--- src/nearest_centroid_assigner_unit_defines.svh ---
// ----------------------------------------------------------------------------
// Nearest centroid assigner: assertion macros
// Shared concurrent assertion helpers, clocked on the rising edge and
// disabled while reset is asserted.
// ----------------------------------------------------------------------------
`ifndef NEAREST_CENTROID_ASSIGNER_UNIT_DEFINES_SVH
`define NEAREST_CENTROID_ASSIGNER_UNIT_DEFINES_SVH

// same-cycle implication
`define NCA_ASSERT_NOW(lbl, clk, rst_n, ante, cons, msg) \
    lbl: assert property (@(posedge clk) disable iff (!rst_n) (ante) |-> (cons)) \
        else $error(msg);

// next-cycle implication
`define NCA_ASSERT_NEXT(lbl, clk, rst_n, ante, cons, msg) \
    lbl: assert property (@(posedge clk) disable iff (!rst_n) (ante) |=> (cons)) \
        else $error(msg);

`endif

--- src/nca_pkg.sv ---
// ----------------------------------------------------------------------------
// Nearest centroid assigner package
// Sizes, register map and the records passed between lanes and merge.
// ----------------------------------------------------------------------------
package nca_pkg;

    localparam int MAX_CLASSES = 8;
    localparam int MAX_DIM     = 8;
    localparam int MAX_POINTS  = 1024;
    localparam int COORD_BITS  = 16;

    localparam int CLS_W      = $clog2(MAX_CLASSES);
    localparam int CLASS_W    = 3;
    localparam int POINT_W    = 10;
    localparam int DIST_W     = 36;
    localparam int SUM_W      = 48;
    localparam int SQ_W       = 2 * COORD_BITS;
    localparam int HALF       = (MAX_DIM + 1) / 2;
    localparam int PAIR_W     = SQ_W + 1;
    localparam int TREE_W     = SQ_W + $clog2(MAX_DIM) + 1;
    localparam int CFG_W      = 4;
    localparam int ADDR_W     = 3;
    localparam int DATA_W     = 32;

    localparam logic [63:0] DIST_MAX = (64'd1 << DIST_W) - 64'd1;

    localparam logic [ADDR_W-1:0] REG_CLASS_COUNT = 3'd0;
    localparam logic [ADDR_W-1:0] REG_DIMENSION   = 3'd4;

    localparam logic [CFG_W-1:0] CLASS_COUNT_RST = 4'd2;
    localparam logic [CFG_W-1:0] DIMENSION_RST   = 4'd1;

    localparam logic KIND_WRITE = 1'b0;
    localparam logic KIND_POINT = 1'b1;

    typedef logic signed [COORD_BITS-1:0] coord_t;
    typedef coord_t [MAX_DIM-1:0] row_t;
    typedef logic [MAX_DIM-1:0][SQ_W-1:0] sq_vec_t;

    typedef struct packed {
        logic             vld;
        logic             first;
        logic             last;
        logic [CLS_W-1:0] cls;
    } tag_t;

    typedef struct packed {
        logic              done;
        logic [CLS_W-1:0]  cls;
        logic [DIST_W-1:0] sq_dist;
    } res_t;

endpackage

--- src/nca_lane.sv ---
// ----------------------------------------------------------------------------
// Nearest centroid assigner: coordinate lane
// Squared difference of one point coordinate and one centroid coordinate,
// registered. A disabled lane contributes zero.
// ----------------------------------------------------------------------------
module nca_lane (
    input  logic                  clk,
    input  logic                  en,
    input  nca_pkg::coord_t       pt,
    input  nca_pkg::coord_t       ce,
    output logic [nca_pkg::SQ_W-1:0] sq
);
    import nca_pkg::*;

    logic signed [COORD_BITS:0] diff;
    logic        [COORD_BITS:0] mag;
    logic        [SQ_W-1:0]     sq_reg;

    always_comb
    begin
        diff = {pt[COORD_BITS-1], pt} - {ce[COORD_BITS-1], ce};
        mag  = diff[COORD_BITS] ? (~diff + 1'b1) : diff;
    end

    always_ff @(posedge clk)
    begin
        if (en)
            sq_reg <= mag[COORD_BITS-1:0] * mag[COORD_BITS-1:0];
        else
            sq_reg <= '0;
    end

    assign sq = sq_reg;

endmodule

--- config.mk ---
export PLATFORM = sky130hd
export DESIGN_NAME = nca_lane
export DESIGN_NICKNAME = d
export VERILOG_FILES = /design/src/nearest_centroid_assigner_unit_defines.svh /design/src/nca_pkg.sv /design/src/nca_lane.sv
export SDC_FILE = /design/constraint.sdc
export NUM_CORES = 1
export LEC_CHECK = 0
export BUFFER_PORTS_ARGS = -buffer_cell sky130_fd_sc_hd__buf_2
export CAP_MARGIN = 0
export CORE_MARGIN = 1.5
export CORE_UTILIZATION = 35
export DETAILED_ROUTE_END_ITERATION = 8
export GPL_TIMING_DRIVEN = 0
export REMOVE_ABC_BUFFERS = 1
export SLEW_MARGIN = 25
export SYNTH_ARGS = -nofsm -noshare
export SYNTH_HDL_FRONTEND = slang
export SYNTH_SLANG_ARGS = --single-unit
--- constraint.sdc ---
create_clock -name clk -period 11.7 [get_ports clk]
set_input_delay 1.755 -clock clk [delete_from_list [all_inputs] [get_ports clk]]
set_output_delay 1.755 -clock clk [all_outputs]
set_load 0.01 [all_outputs]
== Word level (Yosys, flattened, before mapping) ==
Index checks and enable logic that the tools add are counted.

* Register bits: 32
* Input bits: 34
* Output and inout port bits: 32
* Word-level logic and storage cells: 6

* $add $sub $neg: 2
* Multiply operators: 1
* Muxes and demuxes: 1
* Bitwise operators: 1

{| class="wikitable"
|+ Operators by type and width
! operator !! count
|-
| multiplier 16 x 16 -> 32 bit || 1
|-
| subtractor 16 x 16 -> 17 bit || 1
|-
| adder 16 x 1 -> 16 bit, second input constant || 1
|-
| two-way mux 16 bit || 1
|-
| inverter 16 bit || 1
|}

== Logic depth before layout (Yosys ltp) ==
* Depth in word-level cells: 5
* Mapped depth: 38
* Mapped depth without buffers: 37

== Worst setup path after synthesis ==
Ideal clock, no wire load.

* Path type: in2reg
* Start: input port pt[0]
* End: register sq_reg[31], in the netlist sq[31]
* Library setup time: 0.115 ns
* Data arrival time: 9.854 ns
* Data required time: 11.585 ns
* Setup slack: 1.730 ns
* Stages on the path: 35
* Buffers on the path: 1
* Path through: inv_1 > ha_1 > fa_1 > nand2b_1 > a21oi_1 > nor2_1 > o311a_1 > o2111ai_4 > o21ai_0 > xnor2_1 > inv_2 > buf_2 > nor2_2 > inv_1 > fa_1 > inv_1 > fa_1 > inv_1 > fa_1 > inv_1 > fa_1 > fa_1 > inv_1 > fa_1 > inv_1 > ha_1 > a21o_1 > or3_1 > a211oi_1 > o21a_1 > o311ai_1 > a221oi_1 > xor2_1 > nand3_1 > and3b_1

* Longest elaborated chain between the ends: 5

{| class="wikitable"
|+ RTL lines
! element !! RTL line !! RTL
|-
| from (decl) || nca_lane.sv:9 || <nowiki>input nca_pkg::coord_t pt,</nowiki>
|-
| subtractor 16 x 16 -> 17 bit (*) || nca_lane.sv:21 || <nowiki>diff = {pt[COORD_BITS-1], pt} - {ce[COORD_BITS-1], ce};</nowiki>
|-
| inverter 16 bit || nca_lane.sv:22 || <nowiki>mag = diff[COORD_BITS] ? (~diff + 1'b1) : diff;</nowiki>
|-
| adder 16 x 1 -> 16 bit || nca_lane.sv:22 ||
|-
| two-way mux 16 bit (*) || nca_lane.sv:22 ||
|-
| multiplier 16 x 16 -> 32 bit (*) || nca_lane.sv:28 || <nowiki>sq_reg <= mag[COORD_BITS-1:0] * mag[COORD_BITS-1:0];</nowiki>
|-
| to (signal assigned) || nca_lane.sv:28 ||
|-
| to (decl) || nca_lane.sv:17 || <nowiki>logic [SQ_W-1:0] sq_reg;</nowiki>
|}

Mark *: on every way between the ends. The rest lies on a longest branch, timed or not.
A chain may end at the register's enable or synchronous reset.

== Worst setup path in the final report ==
* Start: input port pt[5]
* End: register sq_reg[31], in the netlist sq[31]

Same word-level chain as after synthesis.

==> run summary <==
outcome -> finished, violations left
violated checks -> DRC
largest stage delay on the critical path -> 0.83 ns
GRT Util Overall -> 0.159
initial antenna violation count -> 0
Core ar. -> 0.0262 mm²
Iteration-0 DRC Markers -> 268
final setup fails -> 0
largest net degree at the start of global routing -> 32
TritonCTS clock tree -> yes
Synth Cell Area -> 0.00938 mm²
Cells after Synth -> 1064
Synth area leaders -> fa_1, ha_1, inv_1, dfxtp_1, nor2_1
clock slew at reported path FFs -> 0.06 ns
Synth top area share -> 0.350
Vias/cell -> 4.84
Mean Syn Cell Area -> 8.82 µm²
Yosys Warn Count -> 0
global route overflow -> 0
Distinct cells, synth -> 71
cell accounting for the most synthesized area -> fa_1
most common library cells after synthesis -> inv_1, fa_1, ha_1
data arrival time of the critical path -> 11.27 ns
Post-synth EDFFs -> 0
min Tclk post-route -> 11.08 ns
n_diodes -> 0
post-route cell area -> 0.0102 mm²
CTS hold repair buffers -> 0
H-Tree Depth -> 2
setup slack at placement -> -0.307 ns
worst setup margin -> 0.620 ns
fin crit share -> 0.947
CP dominant cell by count -> fa_1
vias in the first global route -> 7279
initial cell density of the core -> 0.358
setup_tns -> 0 ns
register area share after synthesis -> 0.0662
I/O Buffers -> 64
wire length per cell -> 14.0 µm
Worst EP required -> 11.89 ns
Hold Worst Slack -> 2.01 ns
# fillers -> 2646
DRC -> 2
Post-DP HPWL -> 17100 µm
Fmax -> 0.0903 GHz
Final Wtd Congestion -> 0.854
first-pass detailed-route iteration total -> 9
Worst setup startpoint -> pt[5]
crit start category -> input port
CP Capture Type -> register
Crit Path Class -> input port to register
worst hold-check path type -> input port to register
Die Y -> 167 µm
Nets -> 1422
vias post-DR -> 6997
worst-case clock buffer depth -> 2
most numerous cell in the Yosys netlist -> inv_1
RSZ-0062 raised after global routing -> no
Die W -> 167 µm
max reg flops -> 31
first-pass GRT wire length -> 35600 µm
Max-slew headroom -> 0.302
CP max stage cell -> xnor2_1
Placement Cell Area -> 0.0100 mm²
top_reg_cell synth -> dfxtp_1
# IOs -> 66
CTS sink cnt -> 31
Slew Limit Fails -> 0
crit path to -> sq[31]
share of cells above drive strength 1 -> 0.128
Cell Rows -> 59
crit path max fanout -> 9
MaxCap Viol Count -> 0
Routed WL -> 20300 µm
Hold Vio Cnt, Final -> 0
worst-margin pin slew -> 1.04 ns
FFs w/ async S/R, synth -> 0
Yosys reg bits -> 31
Area Growth Syn to Fin -> 9.07%
CTS root buf -> clkbuf_16
die area -> 0.0278 mm²
total CTS buffers -> 5
Post-DRT Antenna Nets -> 0
-- routing by layer --
metal / global-route usage / up-vias / part of all wire
met5: 0 / - / 0
met4: 0.0320 / 0 / 0.015
met3: 0.0261 / 21 / 0.041
met2: 0.278 / 123 / 0.49
met1: 0.207 / 3450 / 0.45
li1: - / 3403 / -
-- layout make-up --
| class | instances | area [µm²] | share of cell area |
|---|---|---|---|
| Tap cell | 335 | 419 | 0.0410 |
| Sequential cell | 31 | 621 | 0.0607 |
| Inverter | 263 | 987 | 0.0965 |
| Clock inverter | 1 | 5.00 | 0.000489 |
| Clock buffer | 7 | 133 | 0.0130 |
| Timing Repair Buffer | 64 | 320 | 0.0313 |
| Multi-Input combinational cell | 746 | 7750 | 0.757 |
-- logic make-up (layout without fill, tap and decap cells) --
kind of cell | count (synthesis) | after routing | share of synthesized area
AOI/OAI and AO/OA | 141 | 141 | 0.113
xor gates and xnor gates | 54 | 54 | 0.0604
adders and majority gates | 277 | 277 | 0.501
buffers and inverters | 287 | 335 | 0.119
DFF | 31 | 31 | 0.0662
other | 1 | 1 | 0.000400
and+or+nand+nor | 273 | 273 | 0.141
-- worst min path at each step --
stage          startpoint  endpoint  slack, ns  cells after the start
6_report               en     sq[0]       2.01                      2
5_1_grt                en    sq[27]       2.06                      2
4_1_cts                en     sq[0]       2.03                      2
3_5_place_dp       sq[11]    sq[11]       2.15                      1
3_3_place_gp        sq[6]     sq[6]       2.15                      1
2_1_floorplan          en    sq[11]       1.88                      1
-- metrics by stage --
step / utilization / std cells
global placement: 0.381 / 1439
floorplan: - / 1040
detailed placement: 0.382 / 1439
CTS: 0.387 / 1447
finish: 0.390 / 1447
global route: 0.390 / 1447
-- critical path, delay by kind of cell --
kind | cells | cell delay [ns]
AND/OR/NAND/NOR | 5 | 1.41
XOR/XNOR | 2 | 1.14
buffers and inverters | 7 | 0.65
AO/OA/AOI/OAI | 10 | 2.63
adder cells (fa/ha/maj) | 8 | 3.69
-- cells in the final DEF, fill, tap and decap left out, types with 6 or more instances in the layout --
cell type,instances
xor2_1,14
fa_1,164
nor2_1,87
ha_1,113
and2_1,25
o21ai_0,15
o21ai_1,6
nor3_1,18
a21oi_1,39
buf_2,64
xnor2_1,23
a21o_1,25
nand2_1,67
nand3_1,11
inv_1,246
nor2_2,8
inv_2,17
and3_1,7
or3_1,7
xnor2_2,8
dfxtp_1,31
nand2_2,7
nand2b_1,12
-- what timing repair did --
item,in CTS,in global routing
setup buffers,0,0
setup endpoints to repair,0,6
resized for setup,0,9
Power is left out: the tool's default activity adds up to more than one toggle a clock period on the data nets, which glitch-free logic cannot reach.
