==> src/nearest_centroid_assigner_unit_defines.svh <==
// ----------------------------------------------------------------------------
// Nearest centroid assigner: assertion macros
// Shared concurrent assertion helpers, clocked on the rising edge and
// disabled while reset is asserted.
// ----------------------------------------------------------------------------
`ifndef NEAREST_CENTROID_ASSIGNER_UNIT_DEFINES_SVH
`define NEAREST_CENTROID_ASSIGNER_UNIT_DEFINES_SVH

// same-cycle implication
`define NCA_ASSERT_NOW(lbl, clk, rst_n, ante, cons, msg) \
    lbl: assert property (@(posedge clk) disable iff (!rst_n) (ante) |-> (cons)) \
        else $error(msg);

// next-cycle implication
`define NCA_ASSERT_NEXT(lbl, clk, rst_n, ante, cons, msg) \
    lbl: assert property (@(posedge clk) disable iff (!rst_n) (ante) |=> (cons)) \
        else $error(msg);

`endif

==> src/nca_pkg.sv <==
// ----------------------------------------------------------------------------
// Nearest centroid assigner package
// Sizes, register map and the records passed between lanes and merge.
// ----------------------------------------------------------------------------
package nca_pkg;

    localparam int MAX_CLASSES = 8;
    localparam int MAX_DIM     = 8;
    localparam int MAX_POINTS  = 1024;
    localparam int COORD_BITS  = 16;

    localparam int CLS_W      = $clog2(MAX_CLASSES);
    localparam int CLASS_W    = 3;
    localparam int POINT_W    = 10;
    localparam int DIST_W     = 36;
    localparam int SUM_W      = 48;
    localparam int SQ_W       = 2 * COORD_BITS;
    localparam int HALF       = (MAX_DIM + 1) / 2;
    localparam int PAIR_W     = SQ_W + 1;
    localparam int TREE_W     = SQ_W + $clog2(MAX_DIM) + 1;
    localparam int CFG_W      = 4;
    localparam int ADDR_W     = 3;
    localparam int DATA_W     = 32;

    localparam logic [63:0] DIST_MAX = (64'd1 << DIST_W) - 64'd1;

    localparam logic [ADDR_W-1:0] REG_CLASS_COUNT = 3'd0;
    localparam logic [ADDR_W-1:0] REG_DIMENSION   = 3'd4;

    localparam logic [CFG_W-1:0] CLASS_COUNT_RST = 4'd2;
    localparam logic [CFG_W-1:0] DIMENSION_RST   = 4'd1;

    localparam logic KIND_WRITE = 1'b0;
    localparam logic KIND_POINT = 1'b1;

    typedef logic signed [COORD_BITS-1:0] coord_t;
    typedef coord_t [MAX_DIM-1:0] row_t;
    typedef logic [MAX_DIM-1:0][SQ_W-1:0] sq_vec_t;

    typedef struct packed {
        logic             vld;
        logic             first;
        logic             last;
        logic [CLS_W-1:0] cls;
    } tag_t;

    typedef struct packed {
        logic              done;
        logic [CLS_W-1:0]  cls;
        logic [DIST_W-1:0] sq_dist;
    } res_t;

endpackage

==> src/nca_merge.sv <==
// ----------------------------------------------------------------------------
// Nearest centroid assigner: merge stage
// Registered adder tree over the lane squares, then a running minimum over
// the centroids of one point, lowest index kept on ties.
// ----------------------------------------------------------------------------
module nca_merge (
    input  logic             clk,
    input  logic             rst_n,
    input  nca_pkg::tag_t    tag_in,
    input  nca_pkg::sq_vec_t sq,
    output nca_pkg::res_t    res
);
    import nca_pkg::*;

    logic [HALF-1:0][PAIR_W-1:0] pair_next;
    logic [HALF-1:0][PAIR_W-1:0] pair_reg;
    logic [TREE_W-1:0]           sum_next;
    logic [TREE_W-1:0]           sum_reg;
    logic [DIST_W-1:0]           dist_b;
    tag_t                        tag_a_reg;
    tag_t                        tag_b_reg;
    logic                        done_reg;
    logic [DIST_W-1:0]           best_dist_reg;
    logic [CLS_W-1:0]            best_cls_reg;

    always_comb
    begin
        for (int i = 0; i < HALF; i++)
        begin
            if (2 * i + 1 < MAX_DIM)
                pair_next[i] = PAIR_W'(sq[2 * i]) + PAIR_W'(sq[2 * i + 1]);
            else
                pair_next[i] = PAIR_W'(sq[2 * i]);
        end
    end

    always_comb
    begin
        sum_next = '0;
        for (int i = 0; i < HALF; i++)
            sum_next = sum_next + TREE_W'(pair_reg[i]);
    end

    // saturate to the distance width
    always_comb
    begin
        if (64'(sum_reg) > DIST_MAX)
            dist_b = '1;
        else
            dist_b = DIST_W'(sum_reg);
    end

    always_ff @(posedge clk or negedge rst_n)
    begin
        if (!rst_n)
        begin
            tag_a_reg <= '0;
            tag_b_reg <= '0;
            done_reg  <= 1'b0;
        end
        else
        begin
            tag_a_reg <= tag_in;
            tag_b_reg <= tag_a_reg;
            done_reg  <= tag_b_reg.vld && tag_b_reg.last;
        end
    end

    always_ff @(posedge clk)
    begin
        pair_reg <= pair_next;
        sum_reg  <= sum_next;
        if (tag_b_reg.vld && (tag_b_reg.first || dist_b < best_dist_reg))
        begin
            best_dist_reg <= dist_b;
            best_cls_reg  <= tag_b_reg.cls;
        end
    end

    assign res.done    = done_reg;
    assign res.cls     = best_cls_reg;
    assign res.sq_dist = best_dist_reg;

endmodule

==> config.mk <==
export PLATFORM = sky130hd
export DESIGN_NAME = nca_merge
export DESIGN_NICKNAME = d
export VERILOG_FILES = /design/src/nearest_centroid_assigner_unit_defines.svh /design/src/nca_pkg.sv /design/src/nca_merge.sv
export SDC_FILE = /design/constraint.sdc
export NUM_CORES = 1
export LEC_CHECK = 0
export ABC_AREA = 0
export BUFFER_PORTS_ARGS = -buffer_cell sky130_fd_sc_hd__buf_2
export CAP_MARGIN = 20
export CORE_ASPECT_RATIO = 0.7
export CORE_UTILIZATION = 40
export CTS_CLUSTER_SIZE = 14
export DETAILED_ROUTE_END_ITERATION = 12
export PLACE_DENSITY = 0.66
export SLEW_MARGIN = 20
export SYNTH_ARGS = -nofsm -noshare
export SYNTH_HDL_FRONTEND = slang
export SYNTH_SLANG_ARGS = --single-unit
==> constraint.sdc <==
create_clock -name clk -period 4.2 [get_ports clk]
set_clock_uncertainty 0.1 [all_clocks]
set_input_delay 0.42 -clock clk [delete_from_list [all_inputs] [get_ports clk]]
set_output_delay 0.42 -clock clk [all_outputs]
set_load 0.02 [all_outputs]
# --- Word-level counts from Yosys, hierarchy flattened ---
# Cells that the tools add are included.
word_totals:
  regBits: 220
  in_bits: 264
  out_inout_bits: 40
  wordCells: 27
classes:
  add_sub_neg: 7
  n_lt_le_gt_ge: 1
  n_reduce_logical: 3
op_table:
  columns: ["op", "count"]
  rows:
  - ["adder 32 x 32 -> 33 bit", 4]
  - ["adder 35 x 33 -> 36 bit", 1]
  - ["less-than comparator 36 bit", 1]
  - ["adder 34 x 33 -> 35 bit", 1]
  - ["adder 33 x 33 -> 34 bit", 1]
  - ["logical AND 1 bit", 2]
  - ["logical OR 1 bit", 1]

# --- Depth between registers and ports, before layout ---
# Gate-level depths: netlist (run 1).
depth:
  ltp_word: 3
  depth_mapped: 17
  ltp_nobuf: 17

# --- Worst setup path before layout (run 1) ---
# No wires, ideal clock.
synth_path:
  path_type: "flip-flop to flip-flop"
  startpoint: "reg pair_reg[1] (netlist name)"
  endpoint: "reg sum_reg[33], in the netlist dist_b[33]"
  setup_time_ps: 136
  t_arrival_ps: 3821
  required_time_ps: 3964
  slack_ps: 143
  stages_incl_launch_ff: 18
  path_buffers: 0
  period_less_slack_ps: 4057
  cell_sequence: "dfxtp_1 -> inv_1 -> fa_1 -> inv_1 -> fa_1 -> ha_1 -> inv_1 -> fa_1 -> nor2b_4 -> o31a_1 -> o31a_1 -> o41a_1 -> nor2_2 -> o21ai_2 -> a221o_4 -> a31oi_4 -> o41ai_1 -> xor2_1"
synth_via:
  elab_chain_len: 3
synth_rtl:
  columns: ["item", "line_no", "text"]
  rows:
  - ["from (decl)", "nca_merge.sv:16", "logic [HALF-1:0][PAIR_W-1:0] pair_reg;"]
  - ["from (signal assigned)", "nca_merge.sv:71", "pair_reg <= pair_next;"]
  - ["adder 33 x 33 -> 34 bit", "nca_merge.sv:41", "sum_next = sum_next + TREE_W'(pair_reg[i]);"]
  - ["adder 34 x 33 -> 35 bit", "nca_merge.sv:41", null]
  - ["adder 35 x 33 -> 36 bit", "nca_merge.sv:41", null]
  - ["named net sum_next[33]", "nca_merge.sv:17", "logic [TREE_W-1:0] sum_next;"]
  - ["to (signal assigned)", "nca_merge.sv:72", "sum_reg <= sum_next;"]
  - ["to (decl)", "nca_merge.sv:18", "logic [TREE_W-1:0] sum_reg;"]
# The timed path passes the listed nets, and every way through them passes these cells.
# A chain may end at the register's enable or synchronous reset.

# --- Final worst setup path (run 1) ---
# Ends and elaborated chain as after synthesis.

==> results of run 1 <==
[final cells by class]
| cell class | instances | area, um^2 | area share |
|---|---|---|---|
| multi-input cells | 1155 | 9585 | 0.5209 |
| well taps | 488 | 610.6 | 0.03318 |
| clock inverters | 14 | 155.1 | 0.008431 |
| clock buffers | 27 | 610.6 | 0.03318 |
| repair buffers | 320 | 1680 | 0.09132 |
| inverters | 252 | 945.9 | 0.05140 |
| flip-flops and latches | 218 | 4811 | 0.2614 |
| diodes | 1 | 2.502 | 0.0001360 |
[repair_timing]
item / 4_1_cts / 5_1_grt
pin swaps: 2 / 7
resized for setup: 1 / 11
hold buffers: 7 / 0
endpoints found under the hold margin: 19 / 0
setup buffers: 0 / 1
setup endpoints to repair: 1 / 7
[power groups by stage]
stage	registers (mW)	clock network, mW	logic (mW)
after floorplan	3.33	0	6.00
after global placement	3.22	0	8.18
after detailed placement	3.24	0	8.34
after CTS	3.20	2.13	8.40
after global routing	3.27	2.22	9.57
final	3.19	2.07	8.57
[worst max-delay path, stage by stage, from the launching register on]
cell and delay [ps]:
dfxtp_2 320, inv_2 30, fa_1 540, inv_2 40
fa_1 430, ha_2 200, inv_2 60, fa_2 230
nor2b_4 50, o31a_1 260, o31a_1 280, o41a_1 350
nor2_2 160, o21ai_2 80, a221o_4 440, a31oi_4 170
o41ai_2 90, xor2_1 160
[worst paths after layout]
kind / depth (start not counted) / slack, ps / to
max in group asynchronous: 2 / 3540 / done_reg
min in group asynchronous: 2 / 240 / tag_a_reg[4]
setup reg to reg: 17 / 70 / dist_b[33]
hold reg to reg: 0 / 250 / tag_b_reg[2]
setup / recovery: 17 / 70 / dist_b[33]
hold / removal: 2 / 80 / pair_reg[99]
[synthesized netlist by cell type, types with 30 or more instances]
library cell    n  area (um^2)
inv_1         252        945.9
ha_1          196         2452
dfxtp_1       167         3343
a21oi_1       139        695.7
a21o_1         91        683.2
xnor2_1        90        788.3
o21ai_0        78        390.4
fa_1           70         1401
nor2_1         70        262.8
nand2_1        66        247.7
xor2_1         50        437.9
edfxtp_1       38         1141
nand3_1        30        150.1
[cell families (layout without fill, tap and decap cells)]
family | Yosys count | count (layout) | share of synthesized area
AO/OA/AOI/OAI | 451 | 451 | 0.1928
other | 1 | 2 | 0.0002437
AND/OR/NAND/NOR | 297 | 297 | 0.09783
flip-flops | 218 | 218 | 0.3126
adder cells (fa/ha/maj) | 266 | 266 | 0.2505
XOR/XNOR | 140 | 140 | 0.07969
buffers and inverters | 268 | 613 | 0.06636
[stage by stage]
step	power (mW)	setup WS, ps	cells	hold WS (ps)	cell area, um^2
after floorplan	9.328	142.7	1641	24.41	15390
after global placement	11.40	27.03	2425	208.1	17520
after detailed placement	11.58	-27.64	2425	218.6	17520
after CTS	13.73	14.67	2473	44.41	18360
after global routing	15.05	-54.29	2475	47.25	18400
final	13.83	74.38	2475	82.21	18400
[metal layers]
metal  vias up  global-route usage  wire length, um  part of all wire
met3        42             0.02693             2286             0.054
met4         2             0.03388              573             0.014
met1      5865              0.3307            21940              0.52
li1       6319                   -                -                 -
met5         -                   0               13           0.00031
met2       362              0.3078            17300              0.41
==> flow_summary_export.csv, run 1 <==
group,metric,value,unit
status,status,"complete, no violations",
finish,nFillCells,3518,
yosys,avgSynthCellArea,9.376,um^2
finish,postLayoutCoreUtil,0.4907,
drt,wl_per_cell,17.02,um
finish,drive_gt1_frac,0.1949,
timing,fin_crit,4126,ps
critical_path,end_kind,"flop",
worst_hold_path,hp-class,"in -> reg",
critical_path,crit_arrival,4400,ps
timing,period_share,0.9823,
grt,grt_max_degree,23,
critical_path,startpoint_type,"flop",
timing,fmax,0.2424,GHz
clock_network,cts_root_buf,"clkbuf_16",
finish,areaGrowthSynthToFinish,19.60,%
yosys,yosys_warnings,0,
yosys,seq_area_frac_synth,0.3126,
yosys,synth-edff-count,38,
grt,grt_pass1_vias,12120,
clock_network,clk_pin_slew_worst_paths,60,ps
timing,rsz0062_at_grt,"true",
grt,grt.overflow.total,0,
yosys,syn-num-nets,2171,
finish,nets,2500,
place,hpwl,35.67,mm
timing,tns,0,ps
place,portBuffers,302,
drt,drt_iter0_drc,780,
drt,vias_per_cell,5.087,
drt,via_count,12590,
yosys,syn_inst,1641,
timing,tightest_slew,763.4,ps
clock_network,numCtsBuffers,23,
timing,drv_slew,0,
finish,layout_common_cells,"302 x buf_2, 249 x inv_1, 195 x ha_1",
clock_network,cts_tree,"yes",
floorplanning,core,0.03750,mm^2
critical_path,path_class,"reg -> reg",
critical_path,timing.rr.start,"pair_reg[1]",
grt,antenna_found_initial,3,
finish,final_common_cell,"buf_2",
floorplanning,die_w,236.4,um
floorplanning,die_height,166.1,um
yosys,synth_top_flop_cell,"dfxtp_1",
power,ir_worst_vdd,0.3693,mV
yosys,ys_types,71,
yosys,synthArstFlopShare,0.05963,
grt,globalRouteTotalUtil,0.2105,
critical_path,cp.required,4470,ps
finish,largest_reg_flops,132,
floorplanning,initial_utilization,0.4103,
clock_network,cts_sinks,218,
grt,grt_pass1_wl,65.54,mm
power,switching_share,0.4276,
place,gp_congestion,0.9299,
timing,slew_headroom,0.4857,
job,max_cap_viol_count,0,
clock_network,worstSkewPairLatency,510,ps
floorplanning,pin_count,304,
worst_hold_path,min_from,"sq[224]",
floorplanning,placementRows,59,
power,p_int,7.914,mW
power,leakage,9.323,nW
clock_network,ctsHtreeMaxLevel,1,
floorplanning,dieArea,0.03927,mm^2
power,seqPwrFrac,0.231,
yosys,ys_seq_elements,218,
critical_path,critPathLaunch,"pair_reg[1]",
power,clkPwrFrac,0.150,
power,p_per_area,751.4,mW/mm^2
power,switchingPower,5.912,mW
clock_network,clockBufferDepth,3,
drt,post-route-drc-count,0,
drt,firstDrtPassIters,7,
yosys,synthesis.area,0.01539,mm^2
power,combPwrFrac,0.620,
timing,setup_viol,0,
critical_path,cp_max_fo,4,
timing,hold_violations,0,
drt,antenna_left,0,
drt,totalWireLength,42.11,mm
(Power assumes the default switching activity.)
==> run 2, diff against run 1 <==
--- a/config.mk
+++ b/config.mk
@@ -12,6 +12,7 @@
 export CORE_UTILIZATION = 40
 export CTS_CLUSTER_SIZE = 14
 export DETAILED_ROUTE_END_ITERATION = 12
+export MAX_ROUTING_LAYER = met4
 export PLACE_DENSITY = 0.66
 export SLEW_MARGIN = 20
 export SYNTH_ARGS = -nofsm -noshare
==> run 2 against run 1 <==
- cell area up 0.44%
- critical path depth unchanged
- register-to-register slack better by 80 ps
- via count up 0.13%
- non-clock buffer count up 2
- maximum frequency up 2.0%
==> flow_summary_export.csv, run 2 (same netlist as run 1, synthesis figures left out) <==
group,metric,value,unit
status,status,"complete, no violations",
critical_path,path_buf_inv,3,
critical_path,path_class,"reg -> reg",
drt,firstDrtPassIters,5,
floorplanning,dieArea,0.03927,mm^2
clock_network,clk_pin_slew_worst_paths,60,ps
power,p_per_area,756.0,mW/mm^2
drt,totalWireLength,43.55,mm
critical_path,crit_chain,"inv_1, fa_1, inv_1, fa_1, ha_2, inv_2, fa_2, nor2b_4, o31a_1, o31a_1, o41a_1, nor2_2, o21ai_2, a221o_4, a31oi_4, o41ai_2, xor2_1",
timing,drv_slew,0,
drt,vias_per_cell,5.075,
critical_path,r2r_end,"dist_b[33]",
timing,timing.hold.ws,76.36,ps
place,post_dp_cell_area,0.01753,mm^2
timing,fin_crit,4045,ps
finish,areaGrowthSynthToFinish,20.13,%
finish,layout_common_cells,"302 x buf_2, 251 x inv_1, 195 x ha_1",
worst_hold_path,hp-class,"in -> reg",
grt,grt_pass1_wl,67.26,mm
critical_path,cp_num_cells,17,
power,seqPwrFrac,0.229,
floorplanning,core,0.03750,mm^2
power,switchingPower,5.984,mW
grt,grt.overflow.total,0,
grt,grt_pass1_vias,12430,
critical_path,slowest_delay,530,ps
drt,drt_iter0_drc,780,
clock_network,cts_root_buf,"clkbuf_16",
timing,hold_violations,0,
finish,fin_cells,2484,
power,ir_worst_vdd,0.3684,mV
drt,wl_per_cell,17.53,um
timing,tightest_slew,702.9,ps
timing,setup_viol,0,
finish,drive_gt1_frac,0.1954,
critical_path,timing.rr.start,"pair_reg[1]",
floorplanning,pin_count,304,
clock_network,ctsHtreeMaxLevel,1,
clock_network,numCtsBuffers,24,
floorplanning,initial_utilization,0.4103,
critical_path,startpoint_type,"flop",
timing,rsz0062_at_grt,"true",
drt,post-route-drc-count,0,
timing,tns,0,ps
critical_path,slowest_stage,"fa_1",
timing,fmax,0.2472,GHz
job,max_cap_viol_count,0,
place,hpwl,37.01,mm
power,switching_share,0.4282,
power,clkPwrFrac,0.157,
timing,period_share,0.9630,
place,dp_cells,2426,
critical_path,r2r_cells,17,
finish,largest_reg_flops,132,
power,combPwrFrac,0.614,
grt,antenna_found_initial,4,
critical_path,critPathLaunch,"pair_reg[1]",
place,portBuffers,302,
clock_network,worstSkewPairLatency,530,ps
finish,stdcell_area,0.01848,mm^2
critical_path,rrSetupSlack,160,ps
critical_path,end_kind,"flop",
clock_network,clockBufferDepth,3,
floorplanning,die_w,236.4,um
finish,nets,2503,
critical_path,endpoint,"dist_b[33]",
grt,grt_max_degree,23,
power,p_int,7.990,mW
clock_network,cts_tree,"yes",
drt,via_count,12610,
place,gp_congestion,0.9537,
clock_network,cts_sinks,218,
critical_path,crit_arrival,4340,ps
grt,globalRouteTotalUtil,0.2231,
power,leakage,9.365,nW
critical_path,cp.required,4490,ps
drt,antenna_left,0,
floorplanning,die_height,166.1,um
critical_path,cp_max_fo,4,
floorplanning,placementRows,59,
critical_path,critPathTopFamily,"compound AO/OA/AOI/OAI gates",
timing,slew_headroom,0.5265,
finish,final_common_cell,"buf_2",
run 2: layer usage:
metal	vias up	global-route usage	part of all wire
li1	6330	-	-
met1	5884	0.3368	0.53
met2	340	0.3162	0.41
met3	52	0.02643	0.047
met4	0	0.04602	0.019
met5	-	-	0
run 2: layout make-up:
type	count	area (um^2)
tap	488	610.6
timing repair buffer	322	1692
fill	3591	19020
multi-input combinational	1155	9579
inverter	252	945.9
clock inverter	16	175.2
sequential	218	4811
clock buffer	28	656.9
antenna	5	12.51
run 2: per-stage QoR:
step	power [mW]	utilization	setup slack, ps
finish	13.97	0.4929	155.4
global route	15.16	0.4927	-35.51
CTS	13.89	0.4916	25.76
detailed placement	11.61	0.4674	-20.96
global placement	11.40	0.4674	20.08
floorplan	9.328	-	142.7
run 2: worst min-delay path by stage:
stage | start | to | slack (ps) | cells past startpoint
after floorplan | rst_n | done_reg | 20 | 0
final | sq[224] | pair_reg[99] | 80 | 2
after global routing | sq[224] | pair_reg[99] | 50 | 2
after detailed placement | rst_n | tag_b_reg[2] | 220 | 1
after CTS | sq[224] | pair_reg[99] | 60 | 2
after global placement | rst_n | tag_b_reg[0] | 210 | 1
run 2: power groups by stage:
stage	registers, mW	clock network (mW)	logic (mW)
2_1_floorplan	3.33	0	6.00
3_3_place_gp	3.22	0	8.18
3_5_place_dp	3.25	0	8.36
4_1_cts	3.20	2.25	8.43
5_1_grt	3.26	2.35	9.56
6_report	3.20	2.20	8.58
run 2: repair_timing:
item / CTS / global route
setup endpoints to repair: 1 / 7
endpoints found under the hold margin: 19 / 0
hold buffers: 7 / 0
setup buffers: 0 / 2
gates resized for setup: 1 / 6
pin swaps: 2 / 6
==> run 3, diff against run 2 <==
--- a/config.mk
+++ b/config.mk
@@ -13,7 +13,6 @@
 export CTS_CLUSTER_SIZE = 14
 export DETAILED_ROUTE_END_ITERATION = 12
 export MAX_ROUTING_LAYER = met4
-export PLACE_DENSITY = 0.66
 export SLEW_MARGIN = 20
 export SYNTH_ARGS = -nofsm -noshare
 export SYNTH_HDL_FRONTEND = slang
==> run 3 against run 2 <==
- count of clock-buffer cells in the layout increased by 4
- worst setup slack improved by 28 ps
- sequential power about the same
- hold slack got worse by 9.5 ps
- sequential cell count unchanged
- cell area about the same
- via count decreased by 1.3%
- largest cell class unchanged
==> flow_summary_export.csv, run 3 (same netlist as run 1, synthesis figures left out) <==
group,metric,value,unit
status,status,"complete, no violations",
critical_path,end_kind,"flop",
critical_path,r2r_cells,17,
timing,tightest_slew,630.6,ps
timing,period_share,0.9563,
power,clkPwrFrac,0.156,
floorplanning,placementRows,59,
finish,layout_common_cells,"302 x buf_2, 252 x inv_1, 195 x ha_1",
timing,timing.hold.ws,66.88,ps
grt,globalRouteTotalUtil,0.2205,
critical_path,cp.required,4540,ps
worst_hold_path,hp-class,"in -> reg",
timing,hold_violations,0,
timing,fmax,0.2490,GHz
power,switching_share,0.4258,
place,gp_congestion,0.9647,
clock_network,worstSkewPairLatency,520,ps
floorplanning,core,0.03750,mm^2
clock_network,ctsHtreeMaxLevel,1,
finish,drive_gt1_frac,0.1952,
drt,drt_iter0_drc,725,
floorplanning,die_height,166.1,um
floorplanning,pin_count,304,
critical_path,startpoint_type,"flop",
finish,nets,2505,
finish,stdcell_area,0.01849,mm^2
drt,firstDrtPassIters,6,
floorplanning,die_w,236.4,um
clock_network,clockBufferDepth,3,
power,p_per_area,757.4,mW/mm^2
critical_path,crit_arrival,4360,ps
floorplanning,initial_utilization,0.4103,
drt,wl_per_cell,17.16,um
timing,setup_viol,0,
clock_network,numCtsBuffers,24,
grt,grt.overflow.total,0,
power,p_int,8.039,mW
timing,tns,0,ps
power,leakage,9.377,nW
power,switchingPower,5.962,mW
clock_network,cts_sinks,218,
power,combPwrFrac,0.616,
timing,fin_crit,4016,ps
floorplanning,dieArea,0.03927,mm^2
drt,post-route-drc-count,0,
finish,final_common_cell,"buf_2",
place,post_dp_cell_area,0.01753,mm^2
critical_path,path_class,"reg -> reg",
critical_path,cp_max_fo,4,
timing,drv_slew,0,
place,hpwl,36.53,mm
grt,grt_pass1_vias,12240,
clock_network,clk_pin_slew_worst_paths,60,ps
finish,areaGrowthSynthToFinish,20.15,%
grt,antenna_found_initial,5,
power,ir_worst_vdd,0.4194,mV
job,max_cap_viol_count,0,
drt,totalWireLength,42.64,mm
place,portBuffers,302,
power,seqPwrFrac,0.228,
drt,via_count,12440,
timing,slew_headroom,0.5742,
finish,largest_reg_flops,132,
clock_network,cts_tree,"yes",
grt,grt_pass1_wl,66.39,mm
worst_hold_path,holdPathStages,2,
clock_network,cts_root_buf,"clkbuf_16",
grt,grt_max_degree,22,
drt,vias_per_cell,5.006,
drt,antenna_left,0,
==> run 3: layout make-up <==
| type | instances | area (um^2) |
|---|---|---|
| diodes | 4 | 10.01 |
| clock buffers | 32 | 703.2 |
| clock inverters | 12 | 125.1 |
| fillers | 3631 | 19010 |
| inverters | 252 | 945.9 |
| multi-input cells | 1155 | 9575 |
| flip-flops and latches | 218 | 4810 |
| well taps | 488 | 610.6 |
| repair buffers | 324 | 1707 |
==> run 3: timing repair <==
item	in CTS	in global routing
hold endpoints to repair	19	0
pin swaps	1	4
hold buffers	7	0
endpoints found under the setup margin	1	7
buffers inserted	0	4
resized for setup	1	3
==> run 3: power groups by stage <==
stage / Sequential (mW) / Combinational, mW / Clock (mW)
after global routing: 3.27 / 9.67 / 2.33
after detailed placement: 3.25 / 8.41 / 0
after CTS: 3.20 / 8.48 / 2.23
after floorplan: 3.33 / 6.00 / 0
final: 3.19 / 8.62 / 2.18
after global placement: 3.22 / 8.29 / 0
==> run 3: per-stage QoR <==
stage	power [mW]	setup slack, ps	utilization	std cells
floorplan	9.328	142.7	-	1641
global route	15.26	-7.995	0.4929	2484
CTS	13.91	25.95	0.4915	2477
detailed placement	11.65	1.408	0.4674	2426
global placement	11.51	22.75	0.4674	2426
finish	14.00	183.5	0.4930	2485
==> run 3: worst paths after layout <==
path | startpoint | to | slack [ps]
hold reg to reg | tag_a_reg[3] | tag_b_reg[3] | 250
setup / recovery | pair_reg[1] | dist_b[27] | 180
max in group asynchronous | rst_n | tag_b_reg[4] | 3540
setup reg to reg | pair_reg[1] | dist_b[27] | 180
hold / removal | sq[224] | pair_reg[99] | 70
min in group asynchronous | rst_n | tag_b_reg[1] | 240
==> run 3: per-layer routing <==
metal  wire, um  track usage  vias to the layer above
met5          0            -                        -
met4        528      0.03727                        0
met3       2730      0.04156                       41
met2      17080       0.2988                      323
met1      22300       0.3374                     5746
li1           -            -                     6329
==> run 3: worst max-delay path: stages, from the launching register on <==
cell and delay (ps):
dfxtp_1 310, inv_1 50, fa_1 520, inv_1 50
fa_1 430, ha_2 190, inv_1 70, fa_2 240
nor2b_4 50, o31a_1 250, o31a_1 270, o41a_1 340
nor2_2 130, o21ai_2 90, a221o_4 400, nor2b_4 150
a31oi_4 190, xnor2_2 130
